<file path="src/rtl/core/sbusr_pkg.sv">
`default_nettype none
// ----------------------------------------------------------------------------
// sbusr_pkg: shared definitions for the SBUS frame receiver
// Frame layout constants, the emitter state type and the framing-to-unpacker
// control bundle.
// ----------------------------------------------------------------------------
package sbusr_pkg;

	localparam int BYTE_W       = 8;
	localparam int FRAME_LENGTH = 25;
	localparam int NUM_CHANNELS = 16;
	localparam int CHAN_BITS    = 11;
	localparam int DATA_BYTES   = 22;
	localparam int STREAM_BITS  = NUM_CHANNELS * CHAN_BITS;
	localparam int POS_W        = 5;
	localparam int BIT_CNT_W    = 4;
	localparam int CHAN_IDX_W   = 4;

	localparam logic [BYTE_W-1:0] START_BYTE = 8'h0F;

	// frame byte positions (start byte is position 0)
	localparam logic [POS_W-1:0] POS_HUNT      = 5'd0;
	localparam logic [POS_W-1:0] POS_FIRST     = 5'd1;
	localparam logic [POS_W-1:0] POS_LAST_DATA = POS_W'(DATA_BYTES);
	localparam logic [POS_W-1:0] POS_FLAGS     = POS_W'(DATA_BYTES + 1);
	localparam logic [POS_W-1:0] POS_FOOTER    = POS_W'(FRAME_LENGTH - 1);

	// flags byte bits
	localparam int FLAG_LOST_BIT     = 2;
	localparam int FLAG_FAILSAFE_BIT = 3;

	localparam logic [BIT_CNT_W-1:0]  LAST_BIT  = BIT_CNT_W'(CHAN_BITS - 1);
	localparam logic [CHAN_IDX_W-1:0] LAST_CHAN = CHAN_IDX_W'(NUM_CHANNELS - 1);

	typedef enum logic [1:0] {
		EMIT_IDLE,
		EMIT_SHIFT,
		EMIT_WAIT
	} emit_state_t;

	typedef struct packed {
		logic shift_byte;  // channel data byte accepted
		logic load_flags;  // flags byte accepted
		logic start;       // footer accepted, unpack the frame
	} frame_ctl_t;

endpackage
`default_nettype wire

</file>
<file path="src/rtl/core/sbusr_byte_if.sv">
`default_nettype none
// ----------------------------------------------------------------------------
// sbusr_byte_if: received byte channel
// Valid/ready channel carrying one serial byte per beat.
// ----------------------------------------------------------------------------
interface sbusr_byte_if;
	import sbusr_pkg::*;

	logic              valid;
	logic              ready;
	logic [BYTE_W-1:0] rx_byte;

	modport source (output valid, output rx_byte, input ready);
	modport sink   (input valid, input rx_byte, output ready);
endinterface
`default_nettype wire

</file>
<file path="src/rtl/core/sbusr_chan_if.sv">
`default_nettype none
// ----------------------------------------------------------------------------
// sbusr_chan_if: channel result channel
// Valid/ready channel carrying one decoded channel per beat.
// ----------------------------------------------------------------------------
interface sbusr_chan_if;
	import sbusr_pkg::*;

	logic                  valid;
	logic                  ready;
	logic [CHAN_IDX_W-1:0] channel_index;
	logic [CHAN_BITS-1:0]  channel_value;
	logic                  lost_flag;
	logic                  failsafe;
	logic                  last_channel;

	modport source (output valid, output channel_index, output channel_value,
		output lost_flag, output failsafe, output last_channel, input ready);
	modport sink   (input valid, input channel_index, input channel_value,
		input lost_flag, input failsafe, input last_channel, output ready);
endinterface
`default_nettype wire

</file>
<file path="src/rtl/core/sbusr_unpacker.sv">
`default_nettype none
// ----------------------------------------------------------------------------
// sbusr_unpacker: channel data shift register and bit-serial emitter
// Collects the 22 data bytes into a shift line, then peels off one bit per
// cycle to build each 11-bit channel and hands it to the output register.
// ----------------------------------------------------------------------------
module sbusr_unpacker (
	input  wire                             clk,
	input  wire                             arst_n,
	input  sbusr_pkg::frame_ctl_t           ctl,
	input  wire [sbusr_pkg::BYTE_W-1:0]     rx_byte,
	output logic                            busy,
	sbusr_chan_if.source                    chan
);
	import sbusr_pkg::*;

	emit_state_t            state_q, state_d;
	logic [STREAM_BITS-1:0] data_q;
	logic [CHAN_BITS-1:0]   acc_q;
	logic [BIT_CNT_W-1:0]   bit_cnt_q;
	logic [CHAN_IDX_W-1:0]  chan_q;
	logic                   lost_q, fs_q;
	logic                   out_valid_q;
	logic                   shift_en, load_out, slot_free;

	assign slot_free = !out_valid_q || chan.ready;

	// next state
	always_comb begin
		state_d = state_q;
		case (state_q)
			EMIT_IDLE: begin
				if (ctl.start) state_d = EMIT_SHIFT;
			end
			EMIT_SHIFT: begin
				if (bit_cnt_q == LAST_BIT) state_d = EMIT_WAIT;
			end
			EMIT_WAIT: begin
				if (slot_free) state_d = (chan_q == LAST_CHAN) ? EMIT_IDLE : EMIT_SHIFT;
			end
			default: state_d = EMIT_IDLE;
		endcase
	end

	// state outputs
	always_comb begin
		shift_en = 1'b0;
		load_out = 1'b0;
		busy     = 1'b1;
		case (state_q)
			EMIT_IDLE:  busy = 1'b0;
			EMIT_SHIFT: shift_en = 1'b1;
			EMIT_WAIT:  load_out = slot_free;
			default:    busy = 1'b0;
		endcase
	end

	always_ff @(posedge clk or negedge arst_n) begin
		if (!arst_n) begin
			state_q     <= EMIT_IDLE;
			bit_cnt_q   <= '0;
			chan_q      <= '0;
			out_valid_q <= 1'b0;
		end else begin
			state_q <= state_d;
			if (ctl.start) chan_q <= '0;
			else if (load_out) chan_q <= chan_q + 1'b1;
			if (shift_en) bit_cnt_q <= (bit_cnt_q == LAST_BIT) ? '0 : bit_cnt_q + 1'b1;
			if (load_out) out_valid_q <= 1'b1;
			else if (chan.ready) out_valid_q <= 1'b0;
		end
	end

	// payload: data line, channel accumulator, flags, output register
	always_ff @(posedge clk) begin
		if (ctl.shift_byte) data_q <= {rx_byte, data_q[STREAM_BITS-1:BYTE_W]};
		else if (shift_en) data_q <= {1'b0, data_q[STREAM_BITS-1:1]};
		if (shift_en) acc_q <= {data_q[0], acc_q[CHAN_BITS-1:1]};
		if (ctl.load_flags) begin
			lost_q <= rx_byte[FLAG_LOST_BIT];
			fs_q   <= rx_byte[FLAG_FAILSAFE_BIT];
		end
		if (load_out) begin
			chan.channel_index <= chan_q;
			chan.channel_value <= acc_q;
			chan.lost_flag     <= lost_q;
			chan.failsafe      <= fs_q;
			chan.last_channel  <= (chan_q == LAST_CHAN);
		end
	end

	assign chan.valid = out_valid_q;

	// emitter only leaves idle on a footer beat
	a_start_only: assert property (@(posedge clk) disable iff (!arst_n)
		(state_q != EMIT_IDLE && $past(state_q) == EMIT_IDLE) |-> $past(ctl.start))
		else $error("emitter left idle without a frame");

	// no byte may land in the data line while channels are being peeled off
	a_no_shift_busy: assert property (@(posedge clk) disable iff (!arst_n)
		(ctl.shift_byte || ctl.start) |-> state_q == EMIT_IDLE)
		else $error("byte taken while emitter busy");

	// returning to idle means channel 15 was just loaded
	a_last_loaded: assert property (@(posedge clk) disable iff (!arst_n)
		(state_q == EMIT_IDLE && $past(state_q) == EMIT_WAIT)
		|-> (chan.valid && chan.last_channel))
		else $error("frame run ended without last channel");

endmodule
`default_nettype wire

</file>
<file path="src/rtl/core/sbus_frame_receiver_unit.sv">
`default_nettype none
// ----------------------------------------------------------------------------
// sbus_frame_receiver_unit: SBUS 16-channel frame decoder
// Hunts for the 0x0F start byte, gathers a 25-byte frame and emits the 16
// proportional channels with the frame-lost and failsafe flags.
// ----------------------------------------------------------------------------
// Feed received bytes on rx, one per beat; results come out on chan, one beat
// per channel in index order 0 to 15, last_channel marking channel 15. While
// hunting every byte other than 0x0F is dropped; a 0x0F inside a frame is just
// data. The footer byte (its value is ignored) starts the unpack: the 176
// data bits are shifted out one per cycle while a channel is being built, and
// each finished 11-bit channel is then loaded into the output register, later
// if the sink stalls. rx.ready is low for that whole unpack; the next frame
// can start while the last channel still waits in the output register. All
// 16 results of a frame carry that frame's flags byte bits 2 and 3.
module sbus_frame_receiver_unit (
	input  wire          clk,
	input  wire          arst_n,
	sbusr_byte_if.sink   rx,
	sbusr_chan_if.source chan
);
	import sbusr_pkg::*;

	logic [POS_W-1:0] pos_q;     // frame bytes taken so far, 0 = hunting
	logic             accept;
	logic             busy;
	frame_ctl_t       ctl;

	assign rx.ready = !busy;
	assign accept   = rx.valid && rx.ready;

	// decode the byte's role from its frame position
	always_comb begin
		ctl.shift_byte = accept && (pos_q >= POS_FIRST) && (pos_q <= POS_LAST_DATA);
		ctl.load_flags = accept && (pos_q == POS_FLAGS);
		ctl.start      = accept && (pos_q == POS_FOOTER);
	end

	always_ff @(posedge clk or negedge arst_n) begin
		if (!arst_n) begin
			pos_q <= POS_HUNT;
		end else if (accept) begin
			if (pos_q == POS_HUNT) begin
				if (rx.rx_byte == START_BYTE) pos_q <= POS_FIRST;
			end else if (pos_q >= POS_FOOTER) begin
				// footer taken (or stray position): back to hunting
				pos_q <= POS_HUNT;
			end else begin
				pos_q <= pos_q + 1'b1;
			end
		end
	end

	sbusr_unpacker u_unpack (
		.clk     (clk),
		.arst_n  (arst_n),
		.ctl     (ctl),
		.rx_byte (rx.rx_byte),
		.busy    (busy),
		.chan    (chan)
	);

	// position never runs past the footer slot
	a_pos_range: assert property (@(posedge clk) disable iff (!arst_n)
		pos_q <= POS_FOOTER)
		else $error("frame position out of range");

	// a footer beat always hands the frame to the unpacker and rewinds
	a_footer_rewind: assert property (@(posedge clk) disable iff (!arst_n)
		ctl.start |=> (pos_q == POS_HUNT && busy))
		else $error("footer did not start unpack");

	// hunting drops non-start bytes
	a_hunt_drop: assert property (@(posedge clk) disable iff (!arst_n)
		(accept && pos_q == POS_HUNT && rx.rx_byte != START_BYTE) |=> pos_q == POS_HUNT)
		else $error("left hunting on non-start byte");

endmodule
`default_nettype wire

</file>
<file path="src/flat_wrapper.sv">
// flat-port wrapper written by rule: the top's interface ports become plain ports
module sbus_frame_receiver_unit_flat import sbusr_pkg::*;
  (clk, arst_n, rx_valid, rx_rx_byte, rx_ready, chan_valid, chan_channel_index, chan_channel_value, chan_lost_flag, chan_failsafe, chan_last_channel, chan_ready);
  sbusr_byte_if rx_i ();
  sbusr_chan_if chan_i ();
  input  wire clk;
  input  wire arst_n;
  input wire logic [$bits(rx_i.valid)-1:0] rx_valid;
  input wire logic [$bits(rx_i.rx_byte)-1:0] rx_rx_byte;
  output wire logic [$bits(rx_i.ready)-1:0] rx_ready;
  output wire logic [$bits(chan_i.valid)-1:0] chan_valid;
  output wire logic [$bits(chan_i.channel_index)-1:0] chan_channel_index;
  output wire logic [$bits(chan_i.channel_value)-1:0] chan_channel_value;
  output wire logic [$bits(chan_i.lost_flag)-1:0] chan_lost_flag;
  output wire logic [$bits(chan_i.failsafe)-1:0] chan_failsafe;
  output wire logic [$bits(chan_i.last_channel)-1:0] chan_last_channel;
  input wire logic [$bits(chan_i.ready)-1:0] chan_ready;
  assign rx_i.valid = rx_valid;
  assign rx_i.rx_byte = rx_rx_byte;
  assign rx_ready = rx_i.ready;
  assign chan_valid = chan_i.valid;
  assign chan_channel_index = chan_i.channel_index;
  assign chan_channel_value = chan_i.channel_value;
  assign chan_lost_flag = chan_i.lost_flag;
  assign chan_failsafe = chan_i.failsafe;
  assign chan_last_channel = chan_i.last_channel;
  assign chan_i.ready = chan_ready;
  sbus_frame_receiver_unit u_core (.clk(clk), .arst_n(arst_n), .rx(rx_i), .chan(chan_i));
endmodule
</file>
<file path="config.mk">
export PLATFORM = sky130hd
export DESIGN_NAME = sbus_frame_receiver_unit_flat
export DESIGN_NICKNAME = d
export VERILOG_FILES = /design/src/rtl/core/sbusr_pkg.sv /design/src/rtl/core/sbusr_byte_if.sv /design/src/rtl/core/sbusr_chan_if.sv /design/src/rtl/core/sbusr_unpacker.sv /design/src/rtl/core/sbus_frame_receiver_unit.sv /design/src/flat_wrapper.sv
export SDC_FILE = /design/constraint.sdc
export NUM_CORES = 1
export LEC_CHECK = 0
export BUFFER_PORTS_ARGS = -buffer_cell sky130_fd_sc_hd__buf_4
export CAP_MARGIN = 20
export CELL_PAD_IN_SITES_DETAIL_PLACEMENT = 0
export CELL_PAD_IN_SITES_GLOBAL_PLACEMENT = 1
export CORE_MARGIN = 2
export CORE_UTILIZATION = 50
export DETAILED_ROUTE_END_ITERATION = 8
export PLACE_DENSITY_LB_ADDON = 0.1
export REMOVE_ABC_BUFFERS = 1
export SLEW_MARGIN = 20
export SYNTH_ARGS = -nofsm -noshare
export SYNTH_HDL_FRONTEND = slang
export SYNTH_SLANG_ARGS = --single-unit
export TNS_END_PERCENT = 20
</file>
<file path="constraint.sdc">
create_clock -name clk -period 8.3 [get_ports clk]
set_input_delay 1.66 -clock clk [delete_from_list [all_inputs] [get_ports clk]]
set_output_delay 1.66 -clock clk [all_outputs]
set_load 0.02 [all_outputs]
</file>
---- After elaboration in Yosys (flattened, before gate mapping) ----
Cells that the tools add are included.
word-level totals
  register bits after elaboration ......... 223
  input bits .............................. 12
cells by class
  equality and inequality tests ........... 11
  magnitude comparators ................... 3
  multiplexer cells ....................... 18
  reduce and logical (&&, ||, !) cells .... 16
  $add $sub $neg .......................... 3
operators by type and width
  kind                   count
  $mux W176              2
  $mux W5                3
  $mux W4                3
  $eq A5 B5 Y1 const B   2
  $add A4 B1 Y4 const B  2
  $eq A4 B4 Y1 const B   2
  $eq A8 B4 Y1 const B   1
  $mux W1                6
  $mux W2                3
  $ne A2 B2 Y1 const B   3
  $pmux W2 S3            1
  $reduce_bool A2 Y1     3
  $add A5 B1 Y5 const B  1
  $ge A5 B1 Y1 const B   1
  $ge A5 B5 Y1 const B   1
  $le A5 B5 Y1 const B   1
  $logic_and A1 B1 Y1    5
  $logic_not A5 Y1       1
  $reduce_and A3 Y1      1
  $eq A2 B1 Y1 const B   1
  $eq A2 B2 Y1 const B   1
  $logic_not A1 Y1       2
  $logic_not A2 Y1       1
  $ne A2 B1 Y1 const B   1
  other kinds (3)        3

---- Longest topological paths before layout ----
Gate-level depths: netlist of run 1.
  word-level depth ........................ 8
  depth in mapped cells ................... 7

---- Cells and area by module ----
A second synthesis of run 1 with hierarchy kept.
unflattened totals
  cell total of the unflattened synthesis .. 517
  area, all modules ....................... 9,371.5 µm²
by module, submodules not included
  module                    cells an instance  times used  area each (µm²)  sequential area each (µm²)
  sbusr_unpacker            466                1           8,939.8          6,491.2
  sbus_frame_receiver_unit  51                 1           431.7            125.1

---- Worst setup path after synthesis of run 1 ----
Ideal clock, no wire load.
  path type ............................... input to register
  start point ............................. input rx_valid
  end point ............................... register u_core.u_unpack.data_q[0] (enable)
  path buffers ............................ 2
  library setup time ...................... 0.568 ns
  cell stages on the path ................. 5
  data required time ...................... 7.732 ns
  slack ................................... 1.222 ns
  data arrival time ....................... 6.510 ns
  cells stage by stage .................... nor2b_1 > nand4_4 > buf_6 > buf_6 > nand2b_1
between the ends
  word-level cells in the longest chain between the ends .. 4
RTL lines
  what                                 line                            source
  start, declared                      flat_wrapper.sv:8               input wire logic [$bits(rx_i.valid)-1:0] rx_valid;
  $logic_and A1 B1 Y1                  sbus_frame_receiver_unit.sv:30  assign accept = rx.valid && rx.ready;
  $logic_and A1 B1 Y1 (2 in series)    sbus_frame_receiver_unit.sv:34  ctl.shift_byte = accept && (pos_q >= POS_FIRST) && (pos_q <= POS_LAST_DATA);
  $reduce_bool A2 Y1 (no source line)  --
  end signal, assigned                 sbusr_unpacker.sv:76            if (ctl.shift_byte) data_q <= {rx_byte, data_q[STREAM_BITS-1:BYTE_W]};
  end signal, assigned                 sbusr_unpacker.sv:77            else if (shift_en) data_q <= {1'b0, data_q[STREAM_BITS-1:1]};
  end, declared                        sbusr_unpacker.sv:18            logic [STREAM_BITS-1:0] data_q;
No other way between the ends.
A chain may end at the register's enable or synchronous reset.

---- Final worst setup path of run 1 ----
  start point ............................. input rx_valid
  end point ............................... register u_core.u_unpack.data_q[26] (data pin)
between the ends
  word-level cells in the longest chain between the ends .. 4
RTL lines
  what                               line
  $logic_and A1 B1 Y1                sbus_frame_receiver_unit.sv:30
  $logic_and A1 B1 Y1 (2 in series)  sbus_frame_receiver_unit.sv:34
  $mux W176                          sbusr_unpacker.sv:76
No other way between the ends.

==> results of run 1 <==
-- kinds of logic (layout without fill, tap and decap cells) --
group | Yosys count | in the layout
buf+inv | 28 | 87
mux | 179 | 179
flops | 223 | 223
compound gates | 14 | 14
simple gates | 50 | 50
fa+ha+maj | 10 | 10
xor+xnor | 4 | 4
-- per-stage QoR --
stage / total power, mW / TNS, ns
floorplan: 3.416 / -207.58
global placement: 3.615 / 0
detailed placement: 3.646 / 0
CTS: 4.638 / 0
global route: 4.887 / 0
finish: 4.581 / 0
-- worst paths after layout --
path,start,depth (start not counted),endpoint
max,rx_valid,6,u_core.u_unpack.data_q[26]$_DFFE_PP_
min,u_core.u_unpack.data_q[0]$_DFFE_PP_,0,u_core.u_unpack.acc_q[10]$_DFFE_PN_
max reg2reg,u_core.pos_q[2]$_DFFE_PN0P_,6,u_core.u_unpack.data_q[26]$_DFFE_PP_
min reg2reg,u_core.u_unpack.data_q[0]$_DFFE_PP_,0,u_core.u_unpack.acc_q[10]$_DFFE_PN_
max in group asynchronous,arst_n,1,u_core.u_unpack.bit_cnt_q[1]$_DFFE_PN0N_
min in group asynchronous,arst_n,1,u_core.u_unpack.chan_q[0]$_DFFE_PN0P_
-- worst max-delay path, delay by kind of cell --
kind / cells / cell delay [ns]
buf+inv: 3 / 1.57
simple gates: 2 / 0.44
mux: 1 / 0.41
-- area by class of cell --
class,instances,area (um2),share of cell area
sequential,223,6616,0.6292
multi-input combinational,257,2555,0.2430
clock buffer,36,675.6,0.06425
timing repair buffer,35,299.0,0.02844
tap,234,292.8,0.02784
clock inverter,7,43.79,0.004164
inverter,9,33.78,0.003212
-- cells in the mapped netlist, drive strengths merged --
master / count / area (um2)
a21oi: 2 / 10.01
a31oi: 1 / 6.260
and3: 2 / 12.51
and4b: 1 / 10.01
buf: 19 / 240.2
dfrtp: 16 / 400.4
edfxtp: 207 / 6216
ha: 10 / 125.1
inv: 9 / 33.78
mux2: 176 / 1982
mux2i: 3 / 30.03
nand2: 16 / 60.06
nand2b: 5 / 31.28
nand3: 5 / 25.02
nand3b: 2 / 15.01
nand4: 2 / 27.53
nand4b: 1 / 8.760
nand4bb: 1 / 11.26
nor2: 5 / 18.77
nor2b: 3 / 18.77
nor3: 2 / 10.01
nor3b: 1 / 7.510
nor4b: 1 / 8.760
o21ai: 8 / 40.04
o221ai: 1 / 8.760
o2bb2ai: 1 / 8.760
o41ai: 1 / 8.760
or3: 1 / 6.260
or4: 1 / 11.26
or4b: 1 / 10.01
xnor2: 1 / 8.760
xor2: 3 / 26.28
-- metal layers --
| layer | share of wire | global-route usage |
|---|---|---|
| met1 | 0.51 | 0.2142 |
| met2 | 0.43 | 0.1962 |
| met3 | 0.032 | 0.02801 |
| met4 | 0.022 | 0.03737 |
| met5 | 0 | 0 |
-- power by group --
group	internal, mW	total (mW)	switching, mW
registers	2.06	2.31	0.251
clock network	0.561	0.965	0.403
logic	0.585	1.31	0.722
total	3.20	4.58	1.38
-- sequential cells by signal, summed over array words and instances, names as in the netlist, 2 cells and up --
signal	cells
u_core.u_unpack.data_q	176
u_core.u_unpack.state_q	2
u_core.u_unpack.bit_cnt_q	4
u_core.u_unpack.chan_q	4
u_core.u_unpack.chan.channel_value	11
u_core.u_unpack.chan.channel_index	4
u_core.pos_q	5
u_core.u_unpack.acc_q	11
==> flow_results.org, run 1 <==
** Run status
- The run finished with clean final reports.

** Logic synthesis
- A synthesized cell averages 18.58 um2.
- Synthesis produced 508 cells.
- Share of synthesized cell area in and, or, nand and nor gates :: 0.03102
- By area, the combinational part of the netlist is dominated by multiplexers.
- Measured against the total synthesized area, the mux share comes to 0.2132.
- Flop and latch count out of synthesis :: 223
- Share of the synthesized area in compound gates (AO/OA/AOI/OAI) :: 0.008750
- Number of unique standard cell types used by synthesis :: 36
- During synthesis, Yosys emitted a total of 0 warnings.
- Sequential share of the synthesized area :: 0.7010
- Adder-cell area share of the yosys netlist :: 0.01326
- In this run the cell area of the synthesized design comes to 0.009438 mm2.
- Of the total synthesized cell area, the portion taken by XOR and XNOR cells is 0.003712.

** Clocking
- TritonCTS built the clock tree.
- Setup bufs post-CTS :: 0
- The number of gates resized after CTS was 0.
- Clock-pin slew on the worst setup and hold paths :: 0.06 ns
- In this run the clock root is driven by a sky130_fd_sc_hd__clkbuf_16.
- CTS Buf Count :: 24
- Maximum buffer depth of the clock tree :: 3
- In this run the number of H-tree levels came out at 1.
- Clock latency on the worst-skew pair :: 0.51 ns
- Number of clock sinks :: 223
- For this design, the CTS-stage hold fixing added 0 buffers.

** Floorplan
- Starting Density :: 0.5062
- Die Span Y :: 141.4 um
- Pin placement for this block handled 32 I/O pins.
- Total Die Area :: 0.01999 mm2
- The die is 141.4 um wide.
- Std-Cell Rows :: 50
- After floorplanning, the core was sized to cover 0.01864 mm2.

** Layout
- The finished layout holds 801 standard cells, fillers aside.
- The number of antenna diodes in the final layout is 0.
- The area growth from synthesis to layout is 11.43%.
- Summing all non-filler instances in the final layout gives an area of 0.01052 mm2.
- The layout has 1482 filler cells.
- Share of post-route cells with drive strength above 1 :: 0.2099
- Most frequent cells in the layout :: sky130_fd_sc_hd__edfxtp_1 (207), sky130_fd_sc_hd__mux2_1 (128), sky130_fd_sc_hd__mux2_2 (48)
- Final Core Density :: 0.5641
- Number of nets in the finished design :: 572
- The library cell used most frequently in the layout, excluding fill and tap cells, is sky130_fd_sc_hd__edfxtp_1.

** STA
- Maximum frequency from static timing analysis :: 253.4 MHz
- Transition time at the pin with the least slew margin :: 0.9372 ns
- Of the available clock period, the critical path in the final layout requires 0.4754.
- Clock skew on the completed layout was measured at 0.02005 ns.
- The total count of max-transition violations in the final report was 0.
- Rel. slew slack :: 0.3752
- After layout, the minimum clock period comes to 3.946 ns.
- Setup violations remaining at the end of the flow were counted as 0.
- Final critical-path setup slack :: 4.354 ns
- Setup repair after global routing left no endpoint under its margin.
- Final hold violation count :: 0
- Hold WS :: 0.4222 ns

** Drt
- In the routed layout, each cell is associated on average with a via count of 5.296.
- The first routing iteration left 268 violations.
- Number of optimization iterations in the first detailed-route pass :: 4
- After detailed routing, the average wire length per cell comes to 16.66 um.
- Via count :: 4242
- Post-route DRC violation count :: 0
- Once detail routing completed, the nets flagged for antenna violations numbered 0.
- Wires add up to 13.35 mm.

** Placement
- Port Buffer Count :: 31
- Dpl ws :: 3.538 ns
- Counting tap cells, the placed design contains a total of 757 instances.
- After legalization and detailed placement, the total HPWL measured 7.754 mm.
- At the end of routability-driven placement, the weighted congestion stood at 0.7458.
- Placement Cell Area :: 0.009766 mm2

** Global routing
- Global-route congestion overflow total :: 0
- All-Layer GR Usage :: 0.1370
- The number of antenna violations at the first check in global routing is 0.
- The via count of the first global-routing pass is 4340.
- Entering global routing, the biggest net connects 96 pins.
- The first global-routing pass estimated 22.18 mm of wire.

** Setup path
- The worst setup path is launched from an input port.
- In this run the worst path has a maximum fanout of 88.
- Path type of the worst setup path :: input port to register
- Slowest Stage Delay on Critical Path :: 0.76 ns
- Traced cell by cell, the critical path runs through buf_4 -> nor2b_1 -> nand4_4 -> buf_4 -> buf_6 -> mux2_2.
- CP most frequent cell :: sky130_fd_sc_hd__buf_4
- The worst setup path is captured at a register.
- On the critical path, the stage with the largest delay is an instance of sky130_fd_sc_hd__buf_4.
- R2r setup slk :: 4.52 ns
- At the worst endpoint, the arrival time is 4.21 ns.
- Data on the critical path is required at its endpoint by 8.56 ns.

** Pwr
- The worst-case IR drop observed on VDD is 277.7 uV.
- P per Cell Area :: 435.6 mW/mm2
- Static Leakage :: 3.514 nW

** Job
- Maximum capacitance violations :: 0

** Min path
- Path class of the lowest-slack min-delay path :: register to register
Power figures use the tool's default switching activity.
==> run 2, diff against run 1 <==
Settings changed: CORE_UTILIZATION 50 to 49.
Clock period 8.3 ns to 3.24 ns, I/O delays scaled along.
==> flow_results.org, run 2 (synthesized netlist as in run 1, its figures left out) <==
** Drt
- Aggregate routed wire length :: 13.76 mm
- Via count :: 4356
- For this block, the initial DRC count from the detailed router was 240.
- Vias per std cell :: 5.217
- Post-route DRC violation count :: 0
- Count of antenna-violating nets left after detailed routing :: 0
- Routed length per instance :: 16.48 um
- The first detailed-routing pass ran for 4 iterations.

** STA
- Dividing the final minimum period by the clock period gives 0.8227.
- Final worst path period need :: 2.666 ns
- RSZ-0062 raised after global routing :: no
- Setup violations remaining at the end of the flow were counted as 0.
- Rel. slew slack :: 0.5282
- Clock Skews :: 0.008642 ns
- Maximum frequency from static timing analysis :: 375.1 MHz
- Summed over all failing endpoints, the final setup total negative slack is 0 ns.
- For the pin with the worst max-slew slack, the measured transition is 0.7069 ns.
- The total count of max-transition violations in the final report was 0.
- The final count of hold timing violations came to 0.
- Final critical-path setup slack :: 0.5743 ns
- Hold WS :: 0.3555 ns

** Global routing
- Global-route track usage on met2 :: 0.2181
- Initial antenna violation count :: 0
- Wire length of the first global-routing pass :: 22.83 mm
- Most used routing layer :: met2
- The via count of the first global-routing pass came to 4585.
- Entering global routing, the biggest net connects 61 pins.
- GR Layer Usage met3 :: 0.03085
- Global-route congestion overflow total :: 0
- For met1 alone, demand over resource in global routing was 0.1994.
- All-Layer GR Usage :: 0.1388

** Setup path
- Worst reg2reg startpoint :: u_core.u_unpack.state_q[0]$_DFFE_PN0P_
- Path type of the worst setup path :: register to register
- The number of cells on the worst reg-to-reg path is 6.
- In this run the worst path has a maximum fanout of 23.
- For flop-to-flop paths, the worst setup slack is 0.57 ns.
- Arrival time of data at the critical path endpoint :: 2.84 ns
- At the worst endpoint, the required time is 3.41 ns.
- The worst register-to-register path ends at u_core.u_unpack.data_q[170]$_DFFE_PP_.
- The worst setup path is captured at a register.
- Critical path launch point type :: register

** Layout
- The area growth from synthesis to layout is 12.51%.
- Most common cell after layout, fill and taps aside :: sky130_fd_sc_hd__edfxtp_1
- Diode count :: 0
- The largest registers in the layout are u_core.u_unpack.data_q: 176 flops, u_core.u_unpack.acc_q: 11 flops, u_core.u_unpack.chan.channel_value: 11 flops.
- Measured on the finished design, the core utilization comes to 0.5639.
- After the last flow step, the layout net total stands at 581.
- u_core.u_unpack.data_q holds more flip-flops than any other register.
- Final non-filler cell area :: 0.01062 mm2
- The register with the most flip-flops in the layout has 176 of them.
- Most frequent cells in the layout :: sky130_fd_sc_hd__edfxtp_1 (207), sky130_fd_sc_hd__mux2_1 (128), sky130_fd_sc_hd__mux2_2 (48)
- Of the cells placed in the final design, the portion with a size suffix greater than 1 is 0.2139.

** Placement
- Final Wtd Congestion :: 0.8101
- HPWL after detailed placement :: 8.492 mm
- Port Buffer Count :: 31
- Placement Cell Area :: 0.009916 mm2
- Prior to clock tree synthesis, the placed netlist has a worst setup slack of 0.5373 ns.

** Clocking
- CTS placed an instance of sky130_fd_sc_hd__clkbuf_16 at the clock tree root.
- At the later pin of the worst-skew pair, clock insertion delay measures 0.50 ns.
- Clock tree from TritonCTS :: done
- Gates resized during post-CTS repair numbered 0.
- Clock tree synthesis inserted a total of 24 buffers.
- H-tree levels :: 1
- In this run the deepest clock path goes through 3 buffers.
- Clock-pin slew on the worst setup and hold paths :: 0.06 ns
- The clock net in this run drives a total of 223 sinks.

** Min path
- The tightest min-delay check is of the input port to register type.
- Worst hold path stage count :: 1
- Startpoint of the lowest-slack hold path :: rx_rx_byte[3]
- For hold timing, the worst endpoint is u_core.u_unpack.fs_q$_DFFE_PP_.

** Floorplan
- The floorplan step defined a core boundary enclosing 0.01883 mm2.
- The floorplan step set the die height to 142.8 um.
- The floorplan step defined a die boundary enclosing 0.02039 mm2.
- The initialized floorplan defines 50 standard-cell rows.
- Chip Width :: 142.8 um
- The initial utilization of the core area, before any placement, comes to 0.5012.
- Pin placement for this block handled 32 I/O pins.

** Run status
- Result of the run :: finished clean

** Job
- Max-cap violations in this run came to 0.

** Pwr
- VDD sags by at most 696.5 uV.
- Static Leakage :: 3.552 nW
- For this design the ratio of total power to cell area is 1115 mW/mm2.
## run 2: worst max-delay path by stage
stage                                                            to  cells after the start                              startpoint
after floorplan                 u_core.u_unpack.data_q[0]$_DFFE_PP_                      5  u_core.u_unpack.state_q[0]$_DFFE_PN0P_
after global placement        u_core.u_unpack.data_q[146]$_DFFE_PP_                      6  u_core.u_unpack.state_q[0]$_DFFE_PN0P_
after detailed placement  u_core.u_unpack.data_q[175]$_SDFFCE_PN0P_                      6  u_core.u_unpack.state_q[0]$_DFFE_PN0P_
after CTS                     u_core.u_unpack.data_q[159]$_DFFE_PP_                      6  u_core.u_unpack.state_q[0]$_DFFE_PN0P_
after global routing          u_core.u_unpack.data_q[164]$_DFFE_PP_                      6  u_core.u_unpack.state_q[0]$_DFFE_PN0P_
final                         u_core.u_unpack.data_q[170]$_DFFE_PP_                      6  u_core.u_unpack.state_q[0]$_DFFE_PN0P_
## run 2: cell type report
class / count / area [um2]
clock buffer: 33 / 655.6
clock inverter: 9 / 37.54
fill: 1479 / 8212
inverter: 9 / 33.78
multi-input combinational: 257 / 2555
sequential: 223 / 6616
tap: 260 / 325.3
timing repair buffer: 44 / 395.4
## run 2: routing by layer
metal	part of all wire	wire, um
met1	0.49	6776
met2	0.45	6184
met3	0.044	611
met4	0.014	190
met5	0	0
## run 2: what timing repair did
item	CTS	global route
endpoints found under the hold margin	16	0
hold buffers	1	0
setup buffers	0	0
## run 2: stage by stage
stage / total power [mW] / instances
after floorplan: 8.090 / 489
after global placement: 9.440 / 792
after global routing: 12.63 / 835
final: 11.84 / 835
after CTS: 12.02 / 835
after detailed placement: 9.546 / 792
## run 2: critical path, stage by stage, from the launching register on
cell and delay, ns:
sky130_fd_sc_hd__dfrtp_1 0.40, sky130_fd_sc_hd__inv_1 0.10, sky130_fd_sc_hd__ha_1 0.33, sky130_fd_sc_hd__nor2b_1 0.42, sky130_fd_sc_hd__nand4_4 0.36, sky130_fd_sc_hd__nand2b_4 0.35
sky130_fd_sc_hd__buf_4 0.36
## run 2: report_power, final
group | leakage, nW | switching (mW) | total (mW) | internal [mW]
sequential | 2.04 | 0.647 | 5.91 | 5.26
combinational | 1.18 | 1.90 | 3.51 | 1.61
clock | 0.339 | 1.02 | 2.42 | 1.40
==> run 3, diff against run 2 <==
Settings changed: CORE_UTILIZATION 49 to 50.
Clock period 3.24 ns to 2.8 ns, I/O delays scaled along.
==> flow_results.org, run 3 (synthesized netlist as in run 1, its figures left out) <==
** Floorplan
- Die Span Y :: 141.4 um
- Starting Density :: 0.5062
- Total Die Area :: 0.01999 mm2
- Number of I/O pins :: 32
- From left edge to right edge, the die measures 141.4 um.
- Row generation in the floorplan step produced 50 rows.
- The core region is 0.01864 mm2.

** Global routing
- All-Layer GR Usage :: 0.1417
- Global-route congestion overflow total :: 0
- Pin count of the biggest net entering global routing :: 92
- The first global-routing pass estimated 22.94 mm of wire.
- Initial antenna violation count :: 0
- The via count of the first global-routing pass was 4501.

** Drt
- Post-route DRC violation count :: 0
- The routed layout has 4316 vias.
- Aggregate routed wire length :: 13.69 mm
- Number of design-rule violations left by the first detailed-router iteration :: 239
- After detailed routing, the average wire length per cell comes to 16.77 um.
- Dividing the detail-routed via count by the number of cells gives 5.289.
- Count of antenna-violating nets left after detailed routing :: 0
- Before antenna repair, the detailed router went through 6 iterations.

** Clocking
- Clock tree from TritonCTS :: done
- H-tree levels :: 1
- Number of clock sinks :: 223
- Library cell used as clock root buffer :: sky130_fd_sc_hd__clkbuf_16
- Maximum buffer depth of the clock tree :: 3
- TritonCTS created 24 clock buffers.
- Clock-pin slew on the worst setup and hold paths :: 0.06 ns
- After clock tree synthesis, the setup repair step added 0 buffers.
- The later pin in the worst-skew pair is clocked with a latency of 0.50 ns.
- Count of instances resized after the clock tree is built :: 0

** Layout
- The library cell used most frequently in the layout, excluding fill and tap cells, is sky130_fd_sc_hd__edfxtp_1.
- Leaving out fill and tap cells, the most frequent cells in the layout are sky130_fd_sc_hd__edfxtp_1 (207), sky130_fd_sc_hd__mux2_1 (128), sky130_fd_sc_hd__mux2_2 (48).
- Layout Area Growth over Synthesis :: 14.42%
- Final non-filler cell area :: 0.01080 mm2
- Final cell count without fillers :: 816
- Max FFs per register :: 176
- The largest registers in the layout are u_core.u_unpack.data_q: 176 flops, u_core.u_unpack.acc_q: 11 flops, u_core.u_unpack.chan.channel_value: 11 flops.
- Diode count :: 0
- Number of nets in the finished design :: 586
- Final Core Density :: 0.5793
- Area occupied by multi-input gates :: 0.002555 mm2
- Counting flops per register, the top entry is u_core.u_unpack.data_q.
- Share of post-route cells with drive strength above 1 :: 0.2354
- Summing all flip-flop and latch instances after layout gives 0.006616 mm2.
- The filler cells instantiated in the layout total 1428.

** Setup path
- The signal on the critical path passes through or3_1 -> or4_4 -> nand4_4 -> buf_12 -> mux2_1.
- Type of destination of the critical path :: register
- In this run the worst path has a maximum fanout of 91.
- The worst register-to-register path begins at u_core.pos_q[2]$_DFFE_PN0P_.
- The setup path with the least slack is of type register to register.
- Cells on worst reg2reg path :: 5
- Cell family with the largest share of critical-path delay :: simple AND/OR/NAND/NOR gates
- In this design, the stage delay of the slowest critical-path cell is 0.44 ns.
- Arrival time of data at the critical path endpoint :: 2.79 ns
- In this run the critical register-to-register path is captured at u_core.u_unpack.data_q[118]$_DFFE_PP_.
- The critical path starts at u_core.pos_q[2]$_DFFE_PN0P_.
- Across all register-to-register paths, the minimum setup slack is 0.24 ns.
- Required time of the critical path :: 3.03 ns
- STA classifies the critical path startpoint as a register.
- Number of buffers and inverters on the critical path :: 1
- On the critical path, the stage with the largest delay is an instance of sky130_fd_sc_hd__dfrtp_1.

** Job
- Maximum capacitance violations :: 0

** Pwr
- Summed over all cells, the static leakage comes to 3.662 nW.
- Across the VDD grid, the largest voltage drop is 646.0 uV.
- P per Cell Area :: 1328 mW/mm2

** Placement
- The wire-length estimate of the detail-placed layout is 8.434 mm.
- Before CTS, the worst setup slack after placement is 0.2543 ns.
- Routability-driven placement finished with a final weighted congestion of 0.7633.
- Port Buffer Count :: 31
- Total placed cells including tap cells :: 771
- In this run the cell area measured after placement is 0.009946 mm2.

** STA
- Setup-failing EPs final :: 0
- Final worst path period need :: 2.561 ns
- In the finished design, the share of the clock period the worst path needs comes to 0.9147.
- Rel. slew slack :: 0.5242
- Clock Skews :: 0.008953 ns
- Hold WS :: 0.2598 ns
- The total count of max-transition violations in the final report was 0.
- RSZ-0062 raised after global routing :: no
- Final hold violation count :: 0
- Final critical-path setup slack :: 0.2389 ns
- Based on the critical path, the design can be clocked at up to 390.5 MHz.
- For the pin with the worst max-slew slack, the measured transition is 0.7129 ns.

** Min path
- Worst hold path endpoint :: u_core.u_unpack.lost_q$_DFFE_PP_
- Path class of the lowest-slack min-delay path :: input port to register
- Startpoint of the lowest-slack hold path :: rx_rx_byte[2]
- Counting instances, the worst hold path has a depth of 1.

** Run status
- The flow ran to the end, and the final reports show no timing, DRC or antenna violations.
-- run 3: cell types whose count changed in the layout (fill, tap and decap cells not counted), sizes merged --
| cell | delta |
|---|---|
| clkbuf | -6 |
| buf | +5 |
| bufinv | +5 |
| clkinv | +1 |
| clkinvlp | +1 |
| inv | +1 |
-- run 3: worst max path at each step --
| stage | cells after the start | end | slack [ns] |
|---|---|---|---|
| floorplan | 5 | u_core.u_unpack.data_q[0]$_DFFE_PP_ | -5.77 |
| global placement | 5 | u_core.u_unpack.data_q[118]$_DFFE_PP_ | 0.26 |
| detailed placement | 5 | u_core.u_unpack.data_q[118]$_DFFE_PP_ | 0.25 |
| CTS | 5 | u_core.u_unpack.data_q[118]$_DFFE_PP_ | 0.22 |
| global route | 5 | u_core.u_unpack.data_q[118]$_DFFE_PP_ | 0.11 |
| finish | 5 | u_core.u_unpack.data_q[118]$_DFFE_PP_ | 0.24 |
-- run 3: per-layer routing --
metal  vias up  part of all wire  track usage
li1       2091                 -            -
met1      2149              0.50       0.2084
met2        53              0.45       0.2167
met3        23             0.028      0.02767
met4         0             0.024      0.04211
met5         -                 0            0
-- run 3: power by group --
| group | internal, mW | switching, mW | total, mW |
|---|---|---|---|
| combinational | 1.95 | 2.21 | 4.16 |
| sequential | 6.09 | 0.766 | 6.86 |
| clock | 2.08 | 1.24 | 3.32 |
-- run 3: final cells by class --
type | instances | share of cell area
inverter | 9 | 0.003128
sequential | 223 | 0.6127
tap | 234 | 0.02711
clock buffer | 27 | 0.05863
clock inverter | 17 | 0.01946
multi-input combinational | 257 | 0.2366
timing repair buffer | 49 | 0.04241
-- run 3: metrics by stage --
stage / power (mW) / TNS, ns
after floorplan: 9.236 / -1241.82
after global placement: 11.02 / 0
after detailed placement: 11.16 / 0
after CTS: 14.56 / 0
after global routing: 15.23 / 0
final: 14.34 / 0
-- run 3: repair_timing --
| item | 4_1_cts | 5_1_grt |
|---|---|---|
| hold buffers | 1 | 0 |
| endpoints found under the hold margin | 16 | 0 |
| setup endpoints to repair | 0 | 0 |
